===== src/rtl/assert_macros.svh =====
// Assertion macros shared by the RTL.
`ifndef ASSERT_MACROS_SVH
`define ASSERT_MACROS_SVH

// The consequent must hold in the same cycle as the antecedent.
`define ASSERT_IMPLY(label, clk, rst_n, ante, cons) \
	label: assert property (@(posedge clk) disable iff (!rst_n) (ante) |-> (cons)) \
		else $error("assertion failed");

// The consequent must hold in the cycle after the antecedent.
`define ASSERT_NEXT(label, clk, rst_n, ante, cons) \
	label: assert property (@(posedge clk) disable iff (!rst_n) (ante) |=> (cons)) \
		else $error("assertion failed");

`endif


===== src/rtl/pims_pkg.sv =====
`timescale 1ns / 1ps

package pims_pkg;

	// Request modes.
	localparam logic [1:0] MODE_SPIN_WRITE  = 2'd0;
	localparam logic [1:0] MODE_TABLE_WRITE = 2'd1;
	localparam logic [1:0] MODE_UPDATE      = 2'd2;
	localparam logic [1:0] MODE_SPIN_READ   = 2'd3;

	// Acceptance table: five nearest-neighbour levels by five plaquette levels.
	localparam int unsigned TABLE_DEPTH = 25;
	localparam int unsigned TAB_AW      = 5;
	localparam int unsigned THR_W       = 33;
	localparam int unsigned RND_W       = 32;

	typedef struct packed {
		logic [1:0]       mode;
		logic [7:0]       address;
		logic             spin_in;
		logic [THR_W-1:0] threshold;
		logic [RND_W-1:0] random;
	} req_t;

	typedef struct packed {
		logic [7:0] site;
		logic       spin_out;
		logic       flipped;
		logic       random_used;
		logic       sweep_done;
	} rsp_t;

endpackage


===== src/rtl/pims_spin_ram.sv =====
`timescale 1ns / 1ps

// One-bit spin store: one write port and two read ports, read data registered.
module pims_spin_ram #(
	parameter int unsigned DEPTH = 256,
	localparam int unsigned AW = $clog2(DEPTH)
) (
	input  logic          clk,
	input  logic          we,
	input  logic [AW-1:0] waddr,
	input  logic          wdata,
	input  logic [AW-1:0] raddr_a,
	input  logic [AW-1:0] raddr_b,
	output logic          rdata_a,
	output logic          rdata_b
);

	logic mem [DEPTH];

	always_ff @(posedge clk) begin
		if (we) begin
			mem[waddr] <= wdata;
		end
		rdata_a <= mem[raddr_a];
		rdata_b <= mem[raddr_b];
	end

endmodule


===== src/rtl/plaquette_ising_metropolis_sweep.sv =====
`timescale 1ns / 1ps

// Channel | Direction | Handshake            | Payload
// request | in        | req_valid, req_ready | req (pims_pkg::req_t)
// result  | out       | rsp_valid, rsp_ready | rsp (pims_pkg::rsp_t)
//
// A site update passes through the accept cycle, which issues the first pair of
// spin reads, the read state issuing the further pairs on the two read ports of the
// spin store, a table read, the decision with write-back, and the result state that
// hands the result to the output. Spin read data and table read data are registered.
// Reset sets the sweep position to the first site; spins and table are undefined until loaded.
// A result that is not taken holds the block in its result state; one more request may be
// accepted meanwhile, since the output register keeps the waiting result.
`include "assert_macros.svh"

module plaquette_ising_metropolis_sweep #(
	parameter int unsigned LATTICE_SIDE = 16
) (
	input  logic           clk,
	input  logic           arst_n,
	input  logic           req_valid,
	output logic           req_ready,
	input  pims_pkg::req_t req,
	output logic           rsp_valid,
	input  logic           rsp_ready,
	output pims_pkg::rsp_t rsp
);

	localparam int unsigned SIDE  = LATTICE_SIDE;
	localparam int unsigned SITES = SIDE * SIDE;
	localparam int unsigned AW    = $clog2(SITES);
	localparam int unsigned RW    = $clog2(SIDE);
	localparam logic [2:0]  LAST_STEP = 3'd4;

	typedef enum logic [5:0] {
		S_IDLE   = 6'b000001,
		S_HREAD  = 6'b000010,
		S_READ   = 6'b000100,
		S_TAB    = 6'b001000,
		S_DECIDE = 6'b010000,
		S_RESP   = 6'b100000
	} state_t;

	// Neighbourhood gathered from the spin store, one bit per spin, 1 meaning +1.
	typedef struct packed {
		logic s;
		logic up;
		logic dn;
		logic lf;
		logic rt;
		logic ul;
		logic ur;
		logic dl;
	} nbhd_t;

	state_t       state_q;
	logic [2:0]   step_q;
	logic [RW-1:0] sweep_row_q;
	logic [RW-1:0] sweep_col_q;
	logic [1:0]   sweep_phase_q;

	nbhd_t        nb_q;
	logic [7:0]   addr_q;
	logic         addr_ok_q;
	logic [pims_pkg::RND_W-1:0] random_q;
	pims_pkg::rsp_t res_q;
	pims_pkg::rsp_t rsp_q;
	logic         rsp_valid_q;

	logic [pims_pkg::THR_W-1:0] tab_mem [pims_pkg::TABLE_DEPTH];
	logic [pims_pkg::THR_W-1:0] tab_rd_q;

	logic         accept;
	logic         out_free;
	logic         req_site_ok;
	logic [RW-1:0] row_up, row_dn, col_lf, col_rt;
	logic [AW-1:0] cur_site;
	logic [AW-1:0] pair_a, pair_b;
	logic [2:0]   rd_step;
	logic [AW-1:0] rd_addr_a;
	logic         rd_a, rd_b;
	logic         spin_we;
	logic [AW-1:0] spin_waddr;
	logic         spin_wdata;
	logic         tab_we;
	logic [pims_pkg::TAB_AW-1:0] tab_idx;
	logic         always_acc;
	logic         flip;
	logic [RW:0]  col_step, row_step;
	logic [1:0]   phase_next;
	logic [RW-1:0] row_next, col_next;
	logic         done_next;

	// Site index of a lattice position.
	function automatic logic [AW-1:0] site_of(input logic [RW-1:0] row, input logic [RW-1:0] col);
		return AW'(row) * AW'(SIDE) + AW'(col);
	endfunction

	// Table index 5*e1i + e2i. The nearest-neighbour level is the number of
	// neighbours aligned with the centre spin; the plaquette level is the number
	// of four-spin products (centre, corner, side, up or down) that come out positive.
	function automatic logic [pims_pkg::TAB_AW-1:0] table_index(input nbhd_t n, input logic dr);
		logic [2:0] e1i;
		logic [2:0] e2i;
		e1i = 3'(!(n.s ^ n.up)) + 3'(!(n.s ^ n.dn)) + 3'(!(n.s ^ n.lf)) + 3'(!(n.s ^ n.rt));
		e2i = 3'(!(n.s ^ n.ul ^ n.lf ^ n.up)) + 3'(!(n.s ^ n.ur ^ n.rt ^ n.up))
			+ 3'(!(n.s ^ n.dl ^ n.lf ^ n.dn)) + 3'(!(n.s ^ dr ^ n.rt ^ n.dn));
		return pims_pkg::TAB_AW'(e1i) * pims_pkg::TAB_AW'(5) + pims_pkg::TAB_AW'(e2i);
	endfunction

	assign req_ready   = (state_q == S_IDLE);
	assign accept      = req_valid && req_ready;
	assign out_free    = !rsp_valid_q || rsp_ready;
	assign req_site_ok = (32'(req.address) < SITES);
	assign rsp_valid   = rsp_valid_q;
	assign rsp         = rsp_q;

	// Periodic neighbours of the current sweep position.
	always_comb begin
		row_up = (sweep_row_q == '0) ? RW'(SIDE - 1) : sweep_row_q - 1'b1;
		row_dn = (sweep_row_q == RW'(SIDE - 1)) ? '0 : sweep_row_q + 1'b1;
		col_lf = (sweep_col_q == '0) ? RW'(SIDE - 1) : sweep_col_q - 1'b1;
		col_rt = (sweep_col_q == RW'(SIDE - 1)) ? '0 : sweep_col_q + 1'b1;
		cur_site = site_of(sweep_row_q, sweep_col_q);
	end

	// Read schedule: the nine spins of the neighbourhood in five pairs.
	assign rd_step = (state_q == S_READ) ? step_q : 3'd0;

	always_comb begin
		case (rd_step)
			3'd0: begin
				pair_a = cur_site;
				pair_b = site_of(row_up, sweep_col_q);
			end
			3'd1: begin
				pair_a = site_of(row_dn, sweep_col_q);
				pair_b = site_of(sweep_row_q, col_lf);
			end
			3'd2: begin
				pair_a = site_of(sweep_row_q, col_rt);
				pair_b = site_of(row_up, col_lf);
			end
			3'd3: begin
				pair_a = site_of(row_up, col_rt);
				pair_b = site_of(row_dn, col_lf);
			end
			default: begin
				pair_a = site_of(row_dn, col_rt);
				pair_b = pair_a;
			end
		endcase
	end

	assign rd_addr_a = (state_q == S_IDLE && req.mode != pims_pkg::MODE_UPDATE)
		? AW'(req.address) : pair_a;

	// Host writes land in the accept cycle; an update writes back in its
	// decision cycle, after all of its reads, so no access overlaps another.
	always_comb begin
		if (state_q == S_DECIDE) begin
			spin_we    = flip;
			spin_waddr = cur_site;
			spin_wdata = ~nb_q.s;
		end else begin
			spin_we    = accept && req.mode == pims_pkg::MODE_SPIN_WRITE && req_site_ok;
			spin_waddr = AW'(req.address);
			spin_wdata = req.spin_in;
		end
	end

	pims_spin_ram #(
		.DEPTH(SITES)
	) u_spin_ram (
		.clk    (clk),
		.we     (spin_we),
		.waddr  (spin_waddr),
		.wdata  (spin_wdata),
		.raddr_a(rd_addr_a),
		.raddr_b(pair_b),
		.rdata_a(rd_a),
		.rdata_b(rd_b)
	);

	// Acceptance table store.
	assign tab_we  = accept && req.mode == pims_pkg::MODE_TABLE_WRITE
		&& 32'(req.address) < pims_pkg::TABLE_DEPTH;
	assign tab_idx = table_index(nb_q, rd_a);

	always_ff @(posedge clk) begin
		if (tab_we) begin
			tab_mem[req.address[pims_pkg::TAB_AW-1:0]] <= req.threshold;
		end
		tab_rd_q <= tab_mem[tab_idx];
	end

	// Decision: an entry of 2^32 or more accepts without the random number.
	assign always_acc = tab_rd_q[pims_pkg::THR_W-1];
	assign flip = always_acc || (random_q < tab_rd_q[pims_pkg::RND_W-1:0]);

	// Next site in four-sublattice order.
	always_comb begin
		col_step   = (RW + 1)'(sweep_col_q) + (RW + 1)'(2);
		row_step   = (RW + 1)'(sweep_row_q) + (RW + 1)'(2);
		phase_next = sweep_phase_q;
		row_next   = sweep_row_q;
		col_next   = sweep_col_q;
		done_next  = 1'b0;
		if (32'(col_step) < SIDE) begin
			col_next = col_step[RW-1:0];
		end else if (32'(row_step) < SIDE) begin
			row_next = row_step[RW-1:0];
			col_next = RW'(sweep_phase_q[0]);
		end else begin
			phase_next = sweep_phase_q + 2'd1;
			row_next   = RW'(phase_next[1]);
			col_next   = RW'(phase_next[0]);
			done_next  = (phase_next == 2'd0);
		end
	end

	// Control sequencer.
	always_ff @(posedge clk or negedge arst_n) begin
		if (!arst_n) begin
			state_q       <= S_IDLE;
			step_q        <= '0;
			sweep_row_q   <= '0;
			sweep_col_q   <= '0;
			sweep_phase_q <= '0;
			rsp_valid_q   <= 1'b0;
		end else begin
			if (state_q == S_RESP && out_free) begin
				rsp_valid_q <= 1'b1;
			end else if (rsp_ready) begin
				rsp_valid_q <= 1'b0;
			end
			unique case (state_q)
				S_IDLE: begin
					if (accept) begin
						unique case (req.mode)
							pims_pkg::MODE_UPDATE: begin
								step_q  <= 3'd1;
								state_q <= S_READ;
							end
							pims_pkg::MODE_SPIN_READ: state_q <= S_HREAD;
							default:                  state_q <= S_RESP;
						endcase
					end
				end
				S_HREAD: state_q <= S_RESP;
				S_READ: begin
					if (step_q == LAST_STEP) begin
						state_q <= S_TAB;
					end else begin
						step_q <= step_q + 3'd1;
					end
				end
				S_TAB: state_q <= S_DECIDE;
				S_DECIDE: begin
					sweep_row_q   <= row_next;
					sweep_col_q   <= col_next;
					sweep_phase_q <= phase_next;
					state_q       <= S_RESP;
				end
				S_RESP: begin
					if (out_free) begin
						state_q <= S_IDLE;
					end
				end
				default: state_q <= S_IDLE;
			endcase
		end
	end

	// Data path registers: request fields, gathered spins, pending and shown result.
	always_ff @(posedge clk) begin
		if (accept) begin
			addr_q    <= req.address;
			addr_ok_q <= req_site_ok;
			random_q  <= req.random;
			res_q     <= '{site: req.address,
				spin_out: (req.mode == pims_pkg::MODE_SPIN_WRITE) && req_site_ok && req.spin_in,
				flipped: 1'b0, random_used: 1'b0, sweep_done: 1'b0};
		end
		if (state_q == S_HREAD) begin
			res_q <= '{site: addr_q, spin_out: addr_ok_q && rd_a,
				flipped: 1'b0, random_used: 1'b0, sweep_done: 1'b0};
		end
		if (state_q == S_READ) begin
			case (step_q)
				3'd1: begin
					nb_q.s  <= rd_a;
					nb_q.up <= rd_b;
				end
				3'd2: begin
					nb_q.dn <= rd_a;
					nb_q.lf <= rd_b;
				end
				3'd3: begin
					nb_q.rt <= rd_a;
					nb_q.ul <= rd_b;
				end
				default: begin
					nb_q.ur <= rd_a;
					nb_q.dl <= rd_b;
				end
			endcase
		end
		if (state_q == S_DECIDE) begin
			res_q <= '{site: 8'(cur_site), spin_out: nb_q.s ^ flip, flipped: flip,
				random_used: !always_acc, sweep_done: done_next};
		end
		if (state_q == S_RESP && out_free) begin
			rsp_q <= res_q;
		end
	end

	// The spin store sees no write while an update is still gathering its neighbourhood.
	`ASSERT_IMPLY(a_no_write_while_gathering, clk, arst_n, state_q == S_READ || state_q == S_TAB, !spin_we)
	// The sweep position always names a site of the lattice.
	`ASSERT_IMPLY(a_sweep_in_lattice, clk, arst_n, 1'b1, (32'(sweep_row_q) < SIDE) && (32'(sweep_col_q) < SIDE))
	// The sweep position moves only when an update is decided.
	`ASSERT_NEXT(a_sweep_moves_on_decide, clk, arst_n, state_q != S_DECIDE, $stable(sweep_row_q) && $stable(sweep_col_q) && $stable(sweep_phase_q))
	// A pending result reaches the output as soon as the output has room.
	`ASSERT_NEXT(a_result_published, clk, arst_n, state_q == S_RESP && out_free, rsp_valid_q && state_q == S_IDLE)

endmodule

===== config.mk =====
export PLATFORM = sky130hd
export DESIGN_NAME = plaquette_ising_metropolis_sweep
export DESIGN_NICKNAME = d
export VERILOG_FILES = /design/src/rtl/pims_pkg.sv /design/src/rtl/pims_spin_ram.sv /design/src/rtl/plaquette_ising_metropolis_sweep.sv
export VERILOG_INCLUDE_DIRS = /design/src /design/src/rtl
export SDC_FILE = /design/constraint.sdc
export NUM_CORES = 2
export LEC_CHECK = 0
export CAP_MARGIN = 30
export CORE_MARGIN = 5
export CORE_UTILIZATION = 50
export DETAILED_ROUTE_END_ITERATION = 8
export DONT_BUFFER_PORTS = 1
export GPL_TIMING_DRIVEN = 0
export PLACE_DENSITY = 0.68
export SLEW_MARGIN = 20
export SYNTH_ARGS = -nofsm -noshare
export SYNTH_HDL_FRONTEND = slang
export SYNTH_SLANG_ARGS = --single-unit

===== constraint.sdc =====
create_clock -name clk -period 15.6 [get_ports clk]
set_clock_uncertainty 0.05 [all_clocks]
set_input_delay 1.56 -clock clk [delete_from_list [all_inputs] [get_ports clk]]
set_output_delay 1.56 -clock clk [all_outputs]
set_load 0.01 [all_outputs]

* After elaboration in Yosys (flattened, before gate mapping)
Memory sizes are Yosys's and may differ from the RTL's. A register that Yosys moved wholly into a read port is not among the register bits.
Cells that the tools add are included.
** Storage, ports and cells
- Register bits :: 92
- Memory bits (writable) :: 1081
- Input port bits :: 80
- Output and inout bits :: 14
- Logic and storage cells :: 173
- Memories kept :: 2
** Memories
- tab_mem :: depth 25, bits a word 33, read ports 1, clocked after Yosys merged registers in 1, wr ports 1, line plaquette_ising_metropolis_sweep.sv:70 : logic [pims_pkg::THR_W-1:0] tab_mem [pims_pkg::TABLE_DEPTH];
- u_spin_ram.mem :: depth 256, bits a word 1, read ports 2, clocked after Yosys merged registers in 2, wr ports 1, line pims_spin_ram.sv:18 : logic mem [DEPTH];
** Operators by class
- $add $sub $neg :: 24
- Multiply operators :: 1
- $lt $le $gt $ge :: 4
- Equality and inequality tests :: 24
- Mux-type cells :: 34
- Bitwise gates (word level) :: 21
- Reduce and logical (&&, ||, !) cells :: 37
** Operator list (count)
- 8-bit by 4-bit adder with 8-bit output :: 9
- 8-bit case mux with 4 select lines :: 2
- 12-bit 2-to-1 mux :: 3
- 32-bit less-than comparator :: 1
- 6-bit case mux with 5 select lines :: 1
- 4-bit 2-to-1 mux :: 6
- 6-bit 2-to-1 mux :: 3
- 1-bit bitwise XOR :: 17
- 8-bit 2-to-1 mux :: 2
- 3-bit by 2-bit equality test with 1-bit output, second input constant :: 4
- 3-bit 2-to-1 mux :: 4
- 6-bit case mux with 2 select lines :: 1
- 1-bit 2-to-1 mux :: 11
- 4-bit by 2-bit adder with 5-bit output, second input constant :: 2
- 1-bit logical NOT :: 10
- 5-bit less-than comparator, second input constant :: 2
- 2-bit AND reduction :: 5
- 4-bit by 1-bit adder with 4-bit output, second input constant :: 2
- 4-bit equality test, second input constant :: 2
- 4-bit logical NOT :: 2
- 8-bit by 5-bit less-than comparator with 1-bit output, second input constant :: 1
- 2-bit != test, second input constant :: 4
- 4-bit by 1-bit subtractor with 4-bit output, second input constant :: 2
- 1-bit logical AND :: 7
- other kinds (29) :: 42

* Logic depth before layout (Yosys ltp)
- Depth after elaboration :: 8
- Depth in mapped cells :: 18
- Depth with buffers taken out :: 13

* Modules after synthesis
A second synthesis with hierarchy kept.
** Second synthesis, totals
- Cell total of the unflattened synthesis :: 2864
- Area total of the unflattened synthesis :: 50847.5 um^2
** By module, submodules not included
- plaquette_ising_metropolis_sweep :: instances 1, cells each 1870, area each 37518.5 um^2, sequential area each 28098.2 um^2
- pims_spin_ram :: instances 1, cells each 994, area each 13329.0 um^2, sequential area each 7727.4 um^2

* Worst setup path after synthesis
No wires, ideal clock.
- Kind :: register to register
- From :: register state_q[1]
- To :: memory u_spin_ram.mem[0], data pin
- Setup time :: 2.189 ns
- Arrival time :: 11.160 ns
- Data required time :: 13.361 ns
- Path slack :: 2.201 ns
- Cell stages (with the launch flop) :: 6
- Buffers on the path :: 2
- Period minus slack after synthesis :: 13.399 ns
- Cells stage by stage :: dfrtp_1 nor2_1 nand4b_1 clkbuf_1 clkbuf_1 o21ai_0
** On the way
- Word-level cells in the longest chain between the ends :: 2
** Ends and longest elaborated chain
- from (decl) :: line plaquette_ising_metropolis_sweep.sv:56 : state_t state_q;
- from (signal assigned) :: line plaquette_ising_metropolis_sweep.sv:225 : state_q <= S_IDLE;
- from (signal assigned) :: line plaquette_ising_metropolis_sweep.sv:243 : state_q <= S_READ;
- from (signal assigned) :: line plaquette_ising_metropolis_sweep.sv:245 : pims_pkg::MODE_SPIN_READ: state_q <= S_HREAD;
- 6-bit by 5-bit equality test with 1-bit output :: line plaquette_ising_metropolis_sweep.sv:161 : if (state_q == S_DECIDE) begin
- 1-bit 2-to-1 mux :: line plaquette_ising_metropolis_sweep.sv:161
- named net spin_wdata :: line plaquette_ising_metropolis_sweep.sv:84 : logic spin_wdata;
- to (decl) :: line pims_spin_ram.sv:18
The timed path passes the listed nets, and every way through them passes these cells.

* Worst setup path in the final report
- From :: register nb_q[7] in the netlist's numbering
- To :: register tab_rd_q[26] in the netlist's numbering, read port of tab_mem
** On the way
- Word-level cells in the longest chain between the ends :: 8
- Elaborated cells between the ends (all ways) :: 32
- Classes of those cells :: 7 x add/sub; 1 x mul; 16 x bitwise; 8 x reduce/logical
** Ends and longest elaborated chain
- from (decl) :: line plaquette_ising_metropolis_sweep.sv:62 : nbhd_t nb_q;
- branches (longest 7 deep; another with 3-bit by 3-bit multiplier with 5-bit output)
- 5-bit by 3-bit adder with 5-bit output * :: line plaquette_ising_metropolis_sweep.sv:108 : return pims_pkg::TAB_AW'(e1i) * pims_pkg::TAB_AW'(5) + pims_pkg::TAB_AW'(e2i);
- to (decl) :: line plaquette_ising_metropolis_sweep.sv:71 : logic [pims_pkg::THR_W-1:0] tab_rd_q;
Every way passes the cells marked *.
A chain may end at the register's enable or synchronous reset.

==> impl_metrics.tcl <==
set metrics [dict create \
    outcome "finished clean" \
    multiInputGateArea_sq_um 15400 \
    cts_setup_buffers 0 \
    cts_inserted_buffers 119 \
    crit_fanout 10 \
    seqCellArea_sq_um 35800 \
    fin_crit_sh 0.398 \
    crit_chain "clkbuf_1, xnor2_1, fa_1, ha_1, fa_1, inv_1, fa_1, clkbuf_1, clkbuf_1, buf_8, buf_1, mux2i_1, nor2_1, a21oi_1, o21ai_0" \
    cts_max_path_buffers 3 \
    io_buffers 0 \
    syn_area_per_cell_sq_um 15.5 \
    rsz0062_at_grt "false" \
    clk_latency_ns 0.76 \
    ir_drop_uv 159 \
    grt_pass1_wl_um 228000 \
    synth-async-reset-ratio 0.0166 \
    synth_area_sq_um 52100 \
    first_global_vias 32600 \
    hold_viol_final 0 \
    ant_nets 0 \
    slew_headroom 0.208 \
    top_layer "met5" \
    yosysTopAreaCell "edfxtp_1" \
    wire_per_inst_um 31.6 \
    slowest_delay_ns 0.78 \
    cp_data_arrival_time_ns 6.76 \
    chipHeight_um 333 \
    cts_tree "built" \
    remaining_drc_errors 0 \
    num_vias 33600 \
    power.internal_w 0.00768 \
    initialDrtViolationCount 5828 \
    ys_ff_latch 1208 \
    routed_via_density 6.64 \
    hold_slack_ns 0.372 \
    worstMarginPinSlew_ns 1.18 \
    p_per_area_nw_per_um2 204 \
    chipWidth_um 333 \
    fillers 7723 \
    maxSlewViolCount 0 \
    cp_top_family "buffers and inverters" \
    maxCapViolCount 0 \
    place_hpwl_um 108000 \
    fmax_ghz 0.161 \
    antenna_found_initial 4 \
    drive_above_1_share 0.180 \
    yosysSeqAreaShare 0.688 \
    p_leak_nw 19.5 \
    drt-met1-wl_um 59300 \
    die_area_sq_um 111000 \
    synthFlopType "edfxtp_1" \
    synth_cell_type_count 89 \
    cp_slowest_cell "clkbuf_1" \
    yosys.cell_count.top_type "edfxtp_1" \
    cts.repair.resized 0 \
    required_ns 16.15 \
    clk_transition_reported_paths_ns 0.06 \
    place.gp.congestion 1.05 \
    hold_start "res_q[0]" \
    start_util 0.503 \
    layout.cells.non_filler 5053 \
    setup_viol 0 \
    synth_edf_count 1153 \
    r2r_start "nb_q[7]" \
    final.setup.worst_slack_ns 9.40 \
    clock_power_share 0.235 \
    grt_usage 0.282 \
    synth_commonest_cells "1153 x edfxtp_1, 442 x nand2_1, 322 x a21oi_1" \
    synthTopCellsByArea "edfxtp_1 67%, mux4_2 11%, nand2_1 3.2%" \
    root_buffer "clkbuf_16" \
    crit_start "nb_q[7]" \
    critPathKind "register to register" \
    h-tree-depth 3 \
    end_kind "register" \
    worstSetupStartpointType "register" \
    cts_hold_buf 0 \
    min_path_type "register to register" \
    grt_max_degree 39 \
    period_minus_slack_ns 6.20 \
    syn-num-nets 3493 \
    grt_overflow_total 0 \
    syn_inst 3357 \
    pin_count 94 \
    routed_wl_um 160000 \
    p_seq_frac 0.308 \
    row_count 118 \
    drtPass1Iterations 7 \
    met3WireLength_um 20300 \
    yosys_warnings 0 \
    clock-sinks 1208 \
    cp_num_buf_inv 6 \
    p_sw_frac 0.371 \
    synth_top_area_frac 0.665 \
    fin_nets 3704 \
    netSwitchingPower_w 0.00453 \
    dp_slack_ns 9.31 \
    power_frac_comb 0.457 \
    coreArea_sq_um 103000 \
    area_growth_syn_to_layout_pct 15.0 \
    dp.cells 4815 \
    wl_met2_um 71200 \
]
-- cell families after synthesis --
kind of cell | Yosys count | share of synthesized area
compound gates | 630 | 0.0732
xor+xnor | 24 | 0.00404
flops | 1208 | 0.688
mux | 372 | 0.133
buf+inv | 272 | 0.0214
simple gates | 795 | 0.0665
fa+ha+maj | 56 | 0.0142
-- state kept, by name (all words and copies together) (netlist names) --
name	flops
addr_q	8
nb_q	8
random_q	32
res_q	12
rsp	12
rsp_valid	1
state_q	6
step_q	3
sweep_col_q	4
sweep_phase_q	2
sweep_row_q	4
tab_mem	825
tab_rd_q	33
u_spin_ram.mem	256
u_spin_ram.rdata_a	1
u_spin_ram.rdata_b	1
-- worst paths after layout --
kind                                end  slack, ns  cells past startpoint
max reg2reg                tab_rd_q[26]       9.40                     15
min in group asynchronous     rsp_valid       0.50                      0
min                              rsp[0]       0.37                      0
max in group asynchronous    state_q[0]      14.83                      0
min reg2reg                      rsp[0]       0.37                      0
max                        tab_rd_q[26]       9.40                     15
-- power groups by stage --
stage,sequential (W),clock [W],combinational (W)
final,0.00376,0.00287,0.00558
after global routing,0.00377,0.00303,0.00585
after CTS,0.00376,0.00289,0.00544
after detailed placement,0.00383,0,0.00539
after global placement,0.00385,0,0.00517
after floorplan,0.00380,0,0.00356
-- layout make-up --
cell class / count / share of cell area
inverters: 57 / 0.00357
clock buffers: 162 / 0.0538
flip-flops and latches: 1208 / 0.599
clock inverters: 61 / 0.0112
plain buffers: 215 / 0.0152
well taps: 1380 / 0.0288
diodes: 3 / 0.000125
multi-input cells: 1877 / 0.257
repair buffers: 90 / 0.0314
-- through the flow --
step,power [W],setup TNS [ns],instance area [sq um],utilization
3_3_place_gp,0.00902,-1711.93,53800,0.520
3_5_place_dp,0.00922,0,55800,0.539
4_1_cts,0.0121,0,59700,0.577
6_report,0.0122,0,59800,0.578
5_1_grt,0.0126,0,59800,0.578
2_1_floorplan,0.00736,0,52100,-
-- cells in the final DEF, fill, tap and decap left out, drive strengths merged, types with 12 or more instances in the layout --
master and instances:
clkbuf 304, and2 27, o211ai 16, a31oi 47, a21oi 325, mux4 252
clkinv 50, nor3 12, a22oi 14, o21ai 87, and3 14, dfxtp 35
nand2 444, nor2 161, nand3 63, inv 59, a21o 17, a32oi 13
dfrtp 19, ha 51, xnor2 22, buf 163, nand4 16, a211oi 15
mux2i 101, edfxtp 1153, mux2 19
-- routing by layer --
layer / GRT usage / vias up
met4: 0.127 / 4
met2: 0.425 / 2564
met5: 0.00426 / -
li1: - / 13600
met1: 0.387 / 16800
met3: 0.0815 / 559
Power figures use the tool's default switching activity.
